`config.mk`:
```
export PLATFORM = sky130hd
export DESIGN_NAME = http_chunked_body_decoder
export DESIGN_NICKNAME = d
export VERILOG_FILES = /design/src/chd_pkg.sv /design/src/http_chunked_body_decoder.sv /design/src/chd_classify.sv /design/src/chd_step.sv /design/src/chd_out_reg.sv
export SDC_FILE = /design/constraint.sdc
export NUM_CORES = 1
export LEC_CHECK = 0
export BUFFER_PORTS_ARGS = -buffer_cell sky130_fd_sc_hd__buf_2
export CAP_MARGIN = 40
export CELL_PAD_IN_SITES_DETAIL_PLACEMENT = 0
export CELL_PAD_IN_SITES_GLOBAL_PLACEMENT = 2
export CORE_MARGIN = 8
export CORE_UTILIZATION = 39
export CTS_BUF_LIST = sky130_fd_sc_hd__clkbuf_2 sky130_fd_sc_hd__clkbuf_4 sky130_fd_sc_hd__clkbuf_8
export DETAILED_ROUTE_END_ITERATION = 7
export PLACE_DENSITY = 0.91
export SLEW_MARGIN = 40
export SYNTH_ARGS = -nofsm -noshare
export SYNTH_HDL_FRONTEND = slang
export SYNTH_SLANG_ARGS = --single-unit
```
`constraint.sdc`:
```
create_clock -name i_clk -period 5.5 [get_ports i_clk]
set_input_delay 1.65 -clock i_clk [delete_from_list [all_inputs] [get_ports i_clk]]
set_output_delay 1.65 -clock i_clk [all_outputs]
set_load 0.01 [all_outputs]
```
`src/chd_pkg.sv`:
```
// Shared types and constants for the chunked body decoder.
package chd_pkg;

    // Longest size line accepted, counting CR and LF.
    localparam int LINE_LIMIT = 256;
    // Width of the size-line byte counter: must hold LINE_LIMIT itself.
    localparam int LINE_W     = $clog2(LINE_LIMIT + 1);
    // Most hex digits a chunk size may have.
    localparam int DIGITS_MAX = 8;

    localparam logic [7:0] CHAR_CR  = 8'h0D;
    localparam logic [7:0] CHAR_LF  = 8'h0A;
    localparam logic [7:0] CHAR_SP  = 8'h20;
    localparam logic [7:0] CHAR_TAB = 8'h09;

    // Result kinds.
    typedef enum logic [1:0] {
        KIND_BYTE = 2'd0,
        KIND_DONE = 2'd1,
        KIND_ERR  = 2'd2
    } t_kind;

    // One input transaction.
    typedef struct packed {
        logic [7:0] stream_byte;
        logic       stream_end;
    } t_in_item;

    // One result transaction.
    typedef struct packed {
        t_kind       kind;
        logic [7:0]  payload_byte;
        logic [31:0] body_length;
    } t_out_item;

    // Character classes of one input byte.
    typedef struct packed {
        logic       is_hex;
        logic [3:0] hex_val;
        logic       is_lf;
        logic       is_cr;
        logic       is_blank;
    } t_char_class;

endpackage

```
`src/http_chunked_body_decoder.sv`:
```
// Top level of the HTTP chunked transfer body decoder.
//
// The input channel carries one raw body byte per transaction, or a stream
// end marker that closes the connection. The output channel carries payload
// bytes, a completion with the total body length, or a framing error. Size
// lines, chunk extensions and the CRLF after each chunk produce no payload bytes.
// Each input transaction yields zero or one result transaction.
// A result is offered on o_out_valid in the cycle after its byte is accepted.
// Throughput is one byte per cycle while the receiver takes each result, set by
// the single result register behind the combinational framing logic.
// Reset (synchronous, active low) returns the framer to the start of a size
// line with a zero body length and empties the result register.
// When the receiver stalls with a result waiting, o_in_ready falls and stays
// low until that result is taken; the waiting result is held unchanged.
// After a completion or an error the framer starts over on the next byte.
module http_chunked_body_decoder (
    input  logic                i_clk,
    input  logic                i_rst_n,
    input  logic                i_in_valid,
    output logic                o_in_ready,
    input  chd_pkg::t_in_item   i_in_data,
    output logic                o_out_valid,
    input  logic                i_out_ready,
    output chd_pkg::t_out_item  o_out_data
);

    logic               fire;
    logic               res_valid;
    chd_pkg::t_out_item res;

    assign fire = i_in_valid && o_in_ready;

    chd_step u_step (
        .i_clk       (i_clk),
        .i_rst_n     (i_rst_n),
        .i_fire      (fire),
        .i_item      (i_in_data),
        .o_res_valid (res_valid),
        .o_res       (res)
    );

    chd_out_reg u_out_reg (
        .i_clk       (i_clk),
        .i_rst_n     (i_rst_n),
        .i_fire      (fire),
        .i_res_valid (res_valid),
        .i_res       (res),
        .o_load_ok   (o_in_ready),
        .i_out_ready (i_out_ready),
        .o_out_valid (o_out_valid),
        .o_out_data  (o_out_data)
    );

endmodule

```
`src/chd_classify.sv`:
```
// Character classifier: decodes hex digits, CR, LF and blanks of one byte.
module chd_classify (
    input  logic [7:0]          i_byte,
    output chd_pkg::t_char_class o_class
);

    // Hex digit decode in both letter cases, then line control and blank characters.
    always_comb begin
        o_class.is_hex  = 1'b0;
        o_class.hex_val = 4'd0;
        if (i_byte >= 8'h30 && i_byte <= 8'h39) begin
            o_class.is_hex  = 1'b1;
            o_class.hex_val = 4'(i_byte - 8'h30);
        end else if (i_byte >= 8'h61 && i_byte <= 8'h66) begin
            o_class.is_hex  = 1'b1;
            o_class.hex_val = 4'(i_byte - 8'h57);
        end else if (i_byte >= 8'h41 && i_byte <= 8'h46) begin
            o_class.is_hex  = 1'b1;
            o_class.hex_val = 4'(i_byte - 8'h37);
        end
        o_class.is_lf    = (i_byte == chd_pkg::CHAR_LF);
        o_class.is_cr    = (i_byte == chd_pkg::CHAR_CR);
        o_class.is_blank = (i_byte == chd_pkg::CHAR_SP) || (i_byte == chd_pkg::CHAR_TAB);
    end

endmodule

```
`src/chd_step.sv`:
```
// Framing state and combinational next-state logic of the chunked decoder.
module chd_step (
    input  logic                  i_clk,
    input  logic                  i_rst_n,
    input  logic                  i_fire,
    input  chd_pkg::t_in_item     i_item,
    output logic                  o_res_valid,
    output chd_pkg::t_out_item    o_res
);

    typedef enum logic [1:0] {
        PH_SIZE = 2'd0,
        PH_DATA = 2'd1,
        PH_CRLF = 2'd2
    } t_phase;

    t_phase                       r_phase,   n_phase;
    logic [31:0]                  r_acc,     n_acc;
    logic [3:0]                   r_digits,  n_digits;
    logic                         r_closed,  n_closed;
    logic [chd_pkg::LINE_W-1:0]   r_line,    n_line;
    logic [31:0]                  r_remain,  n_remain;
    logic                         r_trailer, n_trailer;
    logic [31:0]                  r_total,   n_total;

    chd_pkg::t_char_class         cls;
    logic [chd_pkg::LINE_W-1:0]   line_inc;
    logic                         fin_done;
    logic                         fin_err;

    chd_classify u_classify (
        .i_byte  (i_item.stream_byte),
        .o_class (cls)
    );

    assign line_inc = r_line + 1'b1;

    // Next state and result for the byte on the input.
    always_comb begin
        n_phase     = r_phase;
        n_acc       = r_acc;
        n_digits    = r_digits;
        n_closed    = r_closed;
        n_line      = r_line;
        n_remain    = r_remain;
        n_trailer   = r_trailer;
        n_total     = r_total;
        fin_done    = 1'b0;
        fin_err     = 1'b0;
        o_res_valid = 1'b0;
        o_res.kind         = chd_pkg::KIND_BYTE;
        o_res.payload_byte = i_item.stream_byte;
        o_res.body_length  = 32'd0;

        unique case (r_phase)
            PH_DATA: begin
                if (i_item.stream_end) begin
                    fin_err = 1'b1;
                end else begin
                    o_res_valid = 1'b1;
                    if (r_total != 32'hFFFF_FFFF) begin
                        n_total = r_total + 32'd1;
                    end
                    n_remain = r_remain - 32'd1;
                    if (r_remain == 32'd1) begin
                        n_phase   = PH_CRLF;
                        n_trailer = 1'b0;
                    end
                end
            end
            PH_CRLF: begin
                if (i_item.stream_end) begin
                    fin_err = 1'b1;
                end else if (r_trailer) begin
                    n_phase   = PH_SIZE;
                    n_trailer = 1'b0;
                    n_acc     = 32'd0;
                    n_digits  = 4'd0;
                    n_closed  = 1'b0;
                    n_line    = '0;
                end else begin
                    n_trailer = 1'b1;
                end
            end
            default: begin
                // Size line; the unused phase code behaves the same way.
                if (i_item.stream_end) begin
                    if (r_line == '0) begin
                        fin_done = 1'b1;
                    end else begin
                        fin_err = 1'b1;
                    end
                end else begin
                    n_line = line_inc;
                    if (cls.is_lf) begin
                        if (r_digits == 4'd0) begin
                            fin_err = 1'b1;
                        end else if (r_acc == 32'd0) begin
                            fin_done = 1'b1;
                        end else begin
                            n_remain = r_acc;
                            n_phase  = PH_DATA;
                            n_acc    = 32'd0;
                            n_digits = 4'd0;
                            n_closed = 1'b0;
                            n_line   = '0;
                        end
                    end else if (line_inc >= chd_pkg::LINE_W'(chd_pkg::LINE_LIMIT)) begin
                        fin_err = 1'b1;
                    end else if (cls.is_cr || r_closed) begin
                        n_closed = r_closed;
                    end else if (cls.is_hex) begin
                        if (r_digits >= 4'(chd_pkg::DIGITS_MAX)) begin
                            fin_err = 1'b1;
                        end else begin
                            n_acc    = {r_acc[27:0], cls.hex_val};
                            n_digits = r_digits + 4'd1;
                        end
                    end else if (!(cls.is_blank && r_digits == 4'd0)) begin
                        // Any other character ends the digits; extensions follow.
                        n_closed = 1'b1;
                    end
                end
            end
        endcase

        // Done or error ends the body and returns every register to reset.
        if (fin_done || fin_err) begin
            o_res_valid        = 1'b1;
            o_res.kind         = fin_done ? chd_pkg::KIND_DONE : chd_pkg::KIND_ERR;
            o_res.payload_byte = 8'd0;
            o_res.body_length  = fin_done ? r_total : 32'd0;
            n_phase   = PH_SIZE;
            n_acc     = 32'd0;
            n_digits  = 4'd0;
            n_closed  = 1'b0;
            n_line    = '0;
            n_remain  = 32'd0;
            n_trailer = 1'b0;
            n_total   = 32'd0;
        end
    end

    // State registers, advanced once per accepted transaction.
    always_ff @(posedge i_clk) begin
        if (!i_rst_n) begin
            r_phase   <= PH_SIZE;
            r_acc     <= 32'd0;
            r_digits  <= 4'd0;
            r_closed  <= 1'b0;
            r_line    <= '0;
            r_remain  <= 32'd0;
            r_trailer <= 1'b0;
            r_total   <= 32'd0;
        end else if (i_fire) begin
            r_phase   <= n_phase;
            r_acc     <= n_acc;
            r_digits  <= n_digits;
            r_closed  <= n_closed;
            r_line    <= n_line;
            r_remain  <= n_remain;
            r_trailer <= n_trailer;
            r_total   <= n_total;
        end
    end

endmodule

```
`src/chd_out_reg.sv`:
```
// Result register: holds one result transaction and gives the input side its ready.
module chd_out_reg (
    input  logic                i_clk,
    input  logic                i_rst_n,
    input  logic                i_fire,
    input  logic                i_res_valid,
    input  chd_pkg::t_out_item  i_res,
    output logic                o_load_ok,
    input  logic                i_out_ready,
    output logic                o_out_valid,
    output chd_pkg::t_out_item  o_out_data
);

    logic               r_valid;
    chd_pkg::t_out_item r_data;

    // A new result may enter when the register is empty or is being emptied.
    assign o_load_ok = !r_valid || i_out_ready;

    // Valid flag.
    always_ff @(posedge i_clk) begin
        if (!i_rst_n) begin
            r_valid <= 1'b0;
        end else if (i_fire) begin
            r_valid <= i_res_valid;
        end else if (i_out_ready) begin
            r_valid <= 1'b0;
        end
    end

    // Payload, loaded only with a real result.
    always_ff @(posedge i_clk) begin
        if (i_fire && i_res_valid) begin
            r_data <= i_res;
        end
    end

    assign o_out_valid = r_valid;
    assign o_out_data  = r_data;

endmodule

```
=== Word level (Yosys, flattened, before mapping) ===
Index checks and enable logic that the tools add are counted.

* Add/subtract/negate cells: 7
* Reductions and logical operators: 30
* $lt $le $gt $ge: 8
* Eq/ne operators: 26
* Multiplexer cells: 96

{| class="wikitable"
|+ Operators with widths
! operator !! number
|-
| $mux 32 || 21
|-
| $pmux 32 s2 || 2
|-
| $mux 9 || 7
|-
| $mux 4 || 11
|-
| $mux 1 || 37
|-
| $add 32x1->32 const B || 1
|-
| $eq 32x1->1 const B || 1
|-
| $logic_not 32->1 || 1
|-
| $ne 32x32->1 const B || 1
|-
| $sub 32x1->32 const B || 1
|-
| $eq 8x4->1 const B || 3
|-
| $mux 2 || 10
|-
| $ne 4x4->1 const B || 5
|-
| $reduce_and 10->1 || 2
|-
| $pmux 9 s2 || 1
|-
| $ge 8x7->1 const B || 2
|-
| $le 8x7->1 const B || 2
|-
| $ne 4x3->1 const B || 4
|-
| $mux 5 || 3
|-
| $add 9x1->9 const B || 1
|-
| $ge 9x9->1 const B || 1
|-
| $logic_not 9->1 || 1
|-
| $eq 8x6->1 const B || 1
|-
| $ge 8x6->1 const B || 1
|-
| other kinds (27) || 47
|}

* Word-level logic and storage cells: 179
* Bits in registers: 156

=== Depth between registers and ports, before layout ===
Gate-level depths: netlist (run 1).

* Depth after elaboration: 14
* Gate-level depth with buffers: 11
* Mapped depth without buffers: 9

=== Hierarchy ===
Synthesis (run 1) repeated with hierarchy kept, for this count alone.

* Cell total of the unflattened synthesis: 897
* Area total of the unflattened synthesis: 7936.4 um^2

{| class="wikitable"
|+ By module, submodules not included
! module !! times used !! cells each !! area an instance (um^2)
|-
| chd_step || 1 || 816 || 6371.1
|-
| chd_out_reg || 1 || 47 || 1312.5
|-
| chd_classify || 1 || 33 || 246.5
|-
| http_chunked_body_decoder || 1 || 1 || 6.3
|}

=== Least setup slack after synthesis (run 1) ===
Ideal clock, no wire load.

* Path kind: input port to flip-flop
* Start: input port i_in_data[2] (netlist bit)
* End: register u_out_reg.r_data (netlist bit u_out_reg.o_out_data[0]), enable pin
* Library setup time: 0.396 ns
* Stages on the path: 10
* Setup slack: 0.977 ns
* Buffers on the path: 1
* Arrival time: 4.127 ns
* Cells stage by stage: inv_1 ha_1 o21bai_1 a2111oi_2 o2111ai_1 and3_4 buf_6 nand2_1 o21ai_0 inv_1

* Word-level cells in the longest chain between the ends: 14
* Elaborated cells between the ends (all ways): 27
* Classes of those cells: order compare: 6; eq/ne: 2; mux: 13; reduce/logical: 6

{| class="wikitable"
|+ RTL lines
! what !! line !! source
|-
| start: declaration || http_chunked_body_decoder.sv:21 || <nowiki>input chd_pkg::t_in_item i_in_data,</nowiki>
|-
| $ge 8x7->1 / $le 8x7->1 (equally long branches) || chd_classify.sv:17 || <nowiki>end else if (i_byte >= 8'h41 && i_byte <= 8'h46) begin</nowiki>
|-
| $logic_and 1x1->1 || chd_classify.sv:17 ||
|-
| $mux 5 || chd_classify.sv:17 ||
|-
| $mux 5 || chd_classify.sv:14 || <nowiki>end else if (i_byte >= 8'h61 && i_byte <= 8'h66) begin</nowiki>
|-
| $mux 5 || chd_classify.sv:11 || <nowiki>if (i_byte >= 8'h30 && i_byte <= 8'h39) begin</nowiki>
|-
| $mux 1 || chd_step.sv:112 || <nowiki>end else if (cls.is_hex) begin</nowiki>
|-
| $mux 1 || chd_step.sv:110 || <nowiki>end else if (cls.is_cr || r_closed) begin</nowiki>
|-
| $mux 1 || chd_step.sv:108 || <nowiki>end else if (line_inc >= chd_pkg::LINE_W'(chd_pkg::LINE_LIMIT)) begin</nowiki>
|-
| $mux 1 || chd_step.sv:95 || <nowiki>if (cls.is_lf) begin</nowiki>
|-
| $mux 1 || chd_step.sv:87 || <nowiki>if (i_item.stream_end) begin</nowiki>
|-
| $mux 1 || n/a ||
|-
| $logic_or 1x1->1 (*) || chd_step.sv:128 || <nowiki>if (fin_done || fin_err) begin</nowiki>
|-
| $mux 1 (*) || chd_step.sv:128 ||
|-
| $logic_and 1x1->1 (*) || chd_out_reg.sv:33 || <nowiki>if (i_fire && i_res_valid) begin</nowiki>
|-
| end signal: assignment || chd_out_reg.sv:34 || <nowiki>r_data <= i_res;</nowiki>
|-
| end: declaration || chd_out_reg.sv:15 || <nowiki>chd_pkg::t_out_item r_data;</nowiki>
|}

Every way passes the cells marked *; elsewhere a longest branch is shown, timed or not.
A chain may end at the register's enable or synchronous reset.

=== Worst setup path after layout (run 1) ===
* Start: input port i_in_data[2] (netlist bit)
* End: register u_step.r_total[29]

* Word-level cells in the longest chain between the ends: 14
* Elaborated cells between the ends (all ways): 30
* Classes of those cells: order compare: 6; eq/ne: 3; mux: 13; reduce/logical: 8

{| class="wikitable"
|+ RTL lines
! what !! line !! source
|-
| $ge 8x7->1 / $le 8x7->1 (equally long branches) || chd_classify.sv:17 ||
|-
| $logic_and 1x1->1 || chd_classify.sv:17 ||
|-
| $mux 5 || chd_classify.sv:17 ||
|-
| $mux 5 || chd_classify.sv:14 ||
|-
| $mux 5 || chd_classify.sv:11 ||
|-
| $mux 1 || chd_step.sv:112 ||
|-
| $mux 1 || chd_step.sv:110 ||
|-
| $mux 1 || chd_step.sv:108 ||
|-
| $mux 1 || chd_step.sv:95 ||
|-
| $mux 1 || chd_step.sv:87 ||
|-
| $mux 1 || n/a ||
|-
| $logic_or 1x1->1 (*) || chd_step.sv:128 ||
|-
| $ne 2x1->1 (no line) / $reduce_bool 2->1 (equally long branches) || n/a ||
|-
| $reduce_and 4->1 (no line) || n/a ||
|-
| end signal: assignment || chd_step.sv:163 || <nowiki>r_total <= n_total;</nowiki>
|-
| end: declaration || chd_step.sv:24 || <nowiki>logic [31:0] r_total, n_total;</nowiki>
|}

Marks and branches as above.

==> results of run 1 <==
-- stage by stage --
step	setup slack [ns]	hold WS, ns
after CTS	1.42	0.461
after floorplan	0.977	0.429
after global routing	1.12	0.484
after global placement	0.777	0.439
final	1.45	0.462
after detailed placement	0.918	0.449
-- cell usage in the layout, fill, tap and decap left out, types with 7 or more instances in the layout --
| cell type | count |
|---|---|
| buf_4 | 17 |
| nor4_1 | 26 |
| and2_1 | 36 |
| and3_1 | 14 |
| nand4_1 | 21 |
| ha_1 | 14 |
| a21oi_1 | 54 |
| o41ai_1 | 8 |
| xnor2_1 | 12 |
| clkbuf_8 | 18 |
| or3_1 | 16 |
| o21ai_0 | 64 |
| mux2i_1 | 9 |
| o22ai_1 | 8 |
| o211ai_1 | 39 |
| nor2_1 | 53 |
| dfxtp_1 | 114 |
| buf_2 | 56 |
| or4_1 | 14 |
| edfxtp_1 | 42 |
| nand2b_1 | 14 |
| xor2_1 | 7 |
| nand2_1 | 110 |
| nor3_1 | 14 |
| nand3_1 | 35 |
| inv_1 | 26 |
| o31ai_1 | 15 |
-- per-layer routing --
layer / routed length (um) / vias up / part of all wire (%) / global-route usage (%)
met5: 0 / - / 0 / 0
met4: 329 / 0 / 1.5 / 5.23
met3: 1120 / 26 / 5.1 / 3.34
met2: 10100 / 193 / 46 / 27.4
met1: 10600 / 3372 / 48 / 23.0
li1: - / 3524 / - / -
-- worst paths after layout --
check | from | endpoint | slack, ns | depth (start not counted)
worst max-delay path | i_in_data[2] | u_step.r_total[29] | 1.45 | 10
worst min-delay path | u_step.r_remain[27] | u_step.r_remain[27] | 0.46 | 2
worst max register to register | u_step.r_digits[0] | u_step.r_remain[7] | 2.43 | 10
worst min register to register | u_step.r_remain[27] | u_step.r_remain[27] | 0.46 | 2
-- where the power goes --
part / total (mW) / switching, mW / internal, mW
Sequential: 1.20 / 0.00652 / 1.19
Clock: 0.883 / 0.494 / 0.389
Combinational: 0.151 / 0.111 / 0.0399
Total: 2.23 / 0.612 / 1.62
-- cell families (layout without fill, tap and decap cells) --
| logic type | after synthesis | count (layout) | share of synthesized area, % |
|---|---|---|---|
| flip-flops | 156 | 156 | 44.0 |
| multiplexers | 9 | 9 | 1.12 |
| buffers and inverters | 84 | 133 | 4.23 |
| AND/OR/NAND/NOR | 387 | 387 | 25.4 |
| adder cells (fa/ha/maj) | 14 | 14 | 2.17 |
| XOR/XNOR | 19 | 19 | 2.07 |
| AO/OA/AOI/OAI | 257 | 257 | 21.1 |
-- registers in the layout, indices dropped and copies added (netlist names) --
register / cells
u_step.r_line: 9
u_out_reg.o_out_valid: 1
u_step.r_total: 32
u_step.r_remain: 32
u_step.r_acc: 32
u_step.r_trailer: 1
u_step.r_digits: 4
u_step.r_closed: 1
u_step.r_phase: 2
u_out_reg.o_out_data: 42
-- critical path, cell delays in order --
cell	delay, ns
buf_2	0.13
inv_1	0.10
ha_1	0.24
o21bai_1	0.11
a2111oi_2	0.54
o2111ai_1	0.27
and3_4	0.29
and3_2	0.41
or4_1	0.57
a21oi_1	0.14
-- area by class of cell --
type | count | share of cell area (%)
Multi-Input combinational cell | 686 | 46.7
Sequential cell | 156 | 39.3
Timing Repair Buffer | 74 | 4.75
Tap cell | 270 | 3.75
Clock buffer | 18 | 2.75
Clock inverter | 14 | 1.64
Inverter | 27 | 1.12
==> qor.yml, run 1 <==
status:
  status: "completed"
synth:
  syn_nets: 953
  synth.area.top_cells: "dfxtp_1, edfxtp_1, nand2_1"
  synth_warnings: 0
  syn_inst: 926
  synth_most_common_cell: "dfxtp_1"
  syn_area_um2: 8050
  synthDistinctLibCells: 74
  synth_area_leader_cell: "dfxtp_1"
  ys_seq_area_share_pct: 44.0
  synth_commonest_cells: "dfxtp_1, nand2_1, o21ai_0, a21oi_1, nor2_1"
  ys_ff_latch: 156
  syn_area_per_cell_um2: 8.70
  synth_flop_cell: "dfxtp_1"
  synth_edf_count: 42
  async_reset_ff_share_pct: 0
  synth_top_cell_area_share_pct: 28.3
layout:
  nets: 989
  area.sequential_um2: 3540
  area.growth.synth_to_final_pct: 11.9
  drive_gt1_share_pct: 13.6
  multi_input_area_um2: 4210
  final_cell_area_um2: 9010
  final_util_pct: 44.6
  stdcell_count: 1245
  final.fill_count: 1993
  n_antenna_cell: 0
placed_design:
  port_buffers: 56
  place_inst: 1213
  place_area_um2: 8610
  finalWeightedCongestion: 0.817
  hpwlAfterDp_um: 14900
timing:
  min_period_ns: 4.05
  final_hold_viol_count: 0
  tightest_slew_ns: 0.709
  fin_crit_sh_pct: 73.6
  finalMaxSlewViolations: 0
  grt_setup_unrepaired: "false"
  tns_ns: 0
  max_freq_mhz: 247
  setup_violations: 0
  slew_headroom_pct: 52.6
  skew_ns: 0.0157
floorplan:
  dieArea_um2: 25500
  coreArea_um2: 20200
  ioPinCount: 57
  die_w_um: 160
  placementRows: 52
  die_height_um: 160
  initial_core_util_pct: 39.8
clocking:
  post_cts_resized: 0
  cts_root_buf: "clkbuf_8"
  cts_sinks: 156
  cts_buffers: 17
  clock_latency_ns: 0.48
  cts_max_level: 4
  cts_tree: "yes"
  clk_path_buf_depth: 2
  holdBufCountCts: 0
  cts_setup_buffers: 0
  path_clk_slew_ns: 0.10
grt:
  grt-ovfl-total: 0
  grt_usage_pct: 17.2
  grt_pass1_wl_um: 36100
  grt_max_degree: 64
  grt_pass1_vias: 6650
  antenna_found_initial: 0
worst_setup_path:
  crit_path_end_kind: "register"
  setup.worst_path.class: "input port to register"
  critPathRequiredTime_ns: 5.91
  worst-path-max-fanout: 38
  arrival_ns: 4.46
  start_kind: "input port"
hold_path:
  min_path_type: "register to register"
power:
  ir_drop_v: 0.000141
  leakagePower_nw: 3.18
  powerDensity_nw_per_um2: 248
  p_total_mw: 2.23
job:
  drv_cap: 0
detailed_routing:
  via_per_inst: 5.71
  routed_wl_um: 22100
  drtIter0Drc: 461
  drc: 0
  ant_nets: 0
  avgRoutedWirePerCell_um: 17.8
  vias: 7115
  firstDrtPassIters: 6
No activity file was read; power rests on OpenSTA's default activity.
==> run 2: changes to the inputs <==
CORE_UTILIZATION = 35   (was 39)
PLACE_DENSITY = 0.86   (was 0.91)
clock period = 3.6 ns   (was 5.5 ns; I/O delays follow)
==> run 2 against run 1 <==
Cell count up 3.9%. Sequential power up 53%. Worst setup slack worse by 1.1 ns. Critical path type unchanged. Largest power group unchanged.
==> qor.yml, run 2 (same netlist as run 1, synthesis figures left out) <==
status:
  status: "completed"  # unchanged
grt:
  grt_pass1_wl_um: 36600  # was 36100 um
  grt_usage_pct: 15.9  # was 17.2%
  grt_pass1_vias: 6752  # was 6650
  grt-ovfl-total: 0  # unchanged
  grt_max_degree: 64  # unchanged
  antenna_found_initial: 0  # unchanged
timing:
  final_hold_viol_count: 0  # unchanged
  finalMaxSlewViolations: 0  # unchanged
  tightest_slew_ns: 0.873  # was 0.709 ns
  skew_ns: 0.0162  # was 0.0157 ns
  tns_ns: 0  # unchanged
  fin_crit_sh_pct: 89.2
  max_freq_mhz: 311
  slew_headroom_pct: 41.3  # was 52.6%
  setup_violations: 0  # unchanged
  grt_setup_unrepaired: "false"  # unchanged
  min_period_ns: 3.21
detailed_routing:
  routed_wl_um: 22400  # was 22100 um
  avgRoutedWirePerCell_um: 17.3  # was 17.8 um
  vias: 7151  # was 7115
  ant_nets: 0  # unchanged
  via_per_inst: 5.53  # was 5.71
  drtIter0Drc: 565  # was 461
  firstDrtPassIters: 5  # was 6
  drc: 0  # unchanged
layout:
  n_antenna_cell: 0  # unchanged
  drive_gt1_share_pct: 16.7  # was 13.6%
  final_common_cell: "dfxtp_1"  # unchanged
  nets: 1023  # was 989
  final_cell_mix: "dfxtp_1, nand2_1, o21ai_0, buf_2"  # was dfxtp_1, nand2_1, o21ai_0, buf_2, a21oi_1
  stdcell_count: 1294  # was 1245
  largest_reg_flops: 42  # unchanged
  final_util_pct: 41.6  # was 44.6%
  area.growth.synth_to_final_pct: 16.8  # was 11.9%
floorplan:
  die_w_um: 168  # was 160 um
  placementRows: 55  # was 52
  coreArea_um2: 22600  # was 20200 um^2
  die_height_um: 168  # was 160 um
  ioPinCount: 57  # unchanged
  dieArea_um2: 28100  # was 25500 um^2
  initial_core_util_pct: 35.6  # was 39.8%
clocking:
  cts_max_level: 4  # unchanged
  path_clk_slew_ns: 0.10  # about the same
  cts_buffers: 17  # unchanged
  clk_path_buf_depth: 2  # unchanged
  cts_root_buf: "clkbuf_8"  # unchanged
  cts_tree: "yes"  # unchanged
  cts_sinks: 156  # unchanged
  post_cts_resized: 0  # unchanged
  holdBufCountCts: 0  # unchanged
  clock_latency_ns: 0.45  # was 0.48 ns
  cts_setup_buffers: 0  # unchanged
job:
  drv_cap: 0  # unchanged
worst_setup_path:
  crit_path_max_incr_delay_ns: 0.57  # about the same
  critPathRequiredTime_ns: 3.98  # was 5.91 ns
  worst-path-max-fanout: 38  # unchanged
  crit_path_end_kind: "register"  # unchanged
  path_cells: "buf_2 > inv_1 > ha_1 > o21bai_1 > a2111oi_2 > o2111ai_4 > and3_4 > and3_1 > buf_12 > or4_1 > a21oi_1"  # was buf_2 > inv_1 > ha_1 > o21bai_1 > a2111oi_2 > o2111ai_1 > and3_4 > and3_2 > or4_1 > a21oi_1
  start_kind: "input port"  # unchanged
  arrival_ns: 3.59  # was 4.46 ns
  setup.worst_path.class: "input port to register"  # unchanged
  slowest_stage: "a2111oi_2"  # was or4_1
placed_design:
  place_inst: 1262  # was 1213
  finalWeightedCongestion: 0.846  # was 0.817
  port_buffers: 56  # unchanged
  hpwlAfterDp_um: 15700  # was 14900 um
power:
  p_total_mw: 3.57  # was 2.23 mW
  ir_drop_v: 0.000211  # was 0.000141 V
  powerDensity_nw_per_um2: 380  # was 248 nW/um^2
  leakagePower_nw: 3.38  # was 3.18 nW
hold_path:
  min_path_type: "register to register"  # unchanged
-- run 2: cell count changes in the layout (fill, tap and decap cells not counted), sizes merged --
cell | before | now
bufinv | 1 | 3
clkbuf | 18 | 17
inv | 35 | 34
buf | 74 | 108
-- run 2: layout make-up --
cell class | count | area (um^2)
timing repair buffer | 108 | 733
tap | 285 | 357
clock inverter | 15 | 199
sequential | 156 | 3540
multi-input combinational | 686 | 4240
clock buffer | 17 | 234
inverter | 27 | 105
fill | 2286 | 13200
-- run 2: report_power, final --
part	internal (mW)	switching (mW)	leakage (nW)
logic	0.0871	0.180	1.83
clock network	0.715	0.758	0.222
registers	1.82	0.00967	1.32
total	2.62	0.948	3.38
-- run 2: layer usage --
layer	track usage (%)	vias to the layer above	wire, um
met5	0	-	0
met4	5.16	0	306
met3	2.61	19	781
met2	25.5	140	10300
met1	21.3	3405	11000
li1	-	3587	-
-- run 2: worst paths after layout --
path | end | depth (start not counted) | slack [ns] | from
max | u_step.r_total[27] | 11 | 0.39 | i_in_data[2]
min | u_step.r_remain[17] | 2 | 0.46 | u_step.r_remain[17]
max reg2reg | u_step.r_remain[26] | 7 | 0.59 | u_step.r_remain[20]
min reg2reg | u_step.r_remain[17] | 2 | 0.46 | u_step.r_remain[17]
-- run 2: through the flow --
stage | hold WS, ns | instance area [um^2] | worst slack, ns
global route | 0.487 | 9410 | 0.229
CTS | 0.462 | 9410 | 0.423
detailed placement | 0.447 | 8970 | -0.0623
floorplan | 0.429 | 8110 | 0.00665
finish | 0.464 | 9410 | 0.387
global placement | 0.442 | 8970 | -0.141
-- run 2: worst max-delay path, delay by kind of cell --
family                   cells  cell delay (ns)
adder cells (fa/ha/maj)      1             0.20
buffers and inverters        3             0.38
AND/OR/NAND/NOR              3             0.93
AO/OA/AOI/OAI                4             1.01
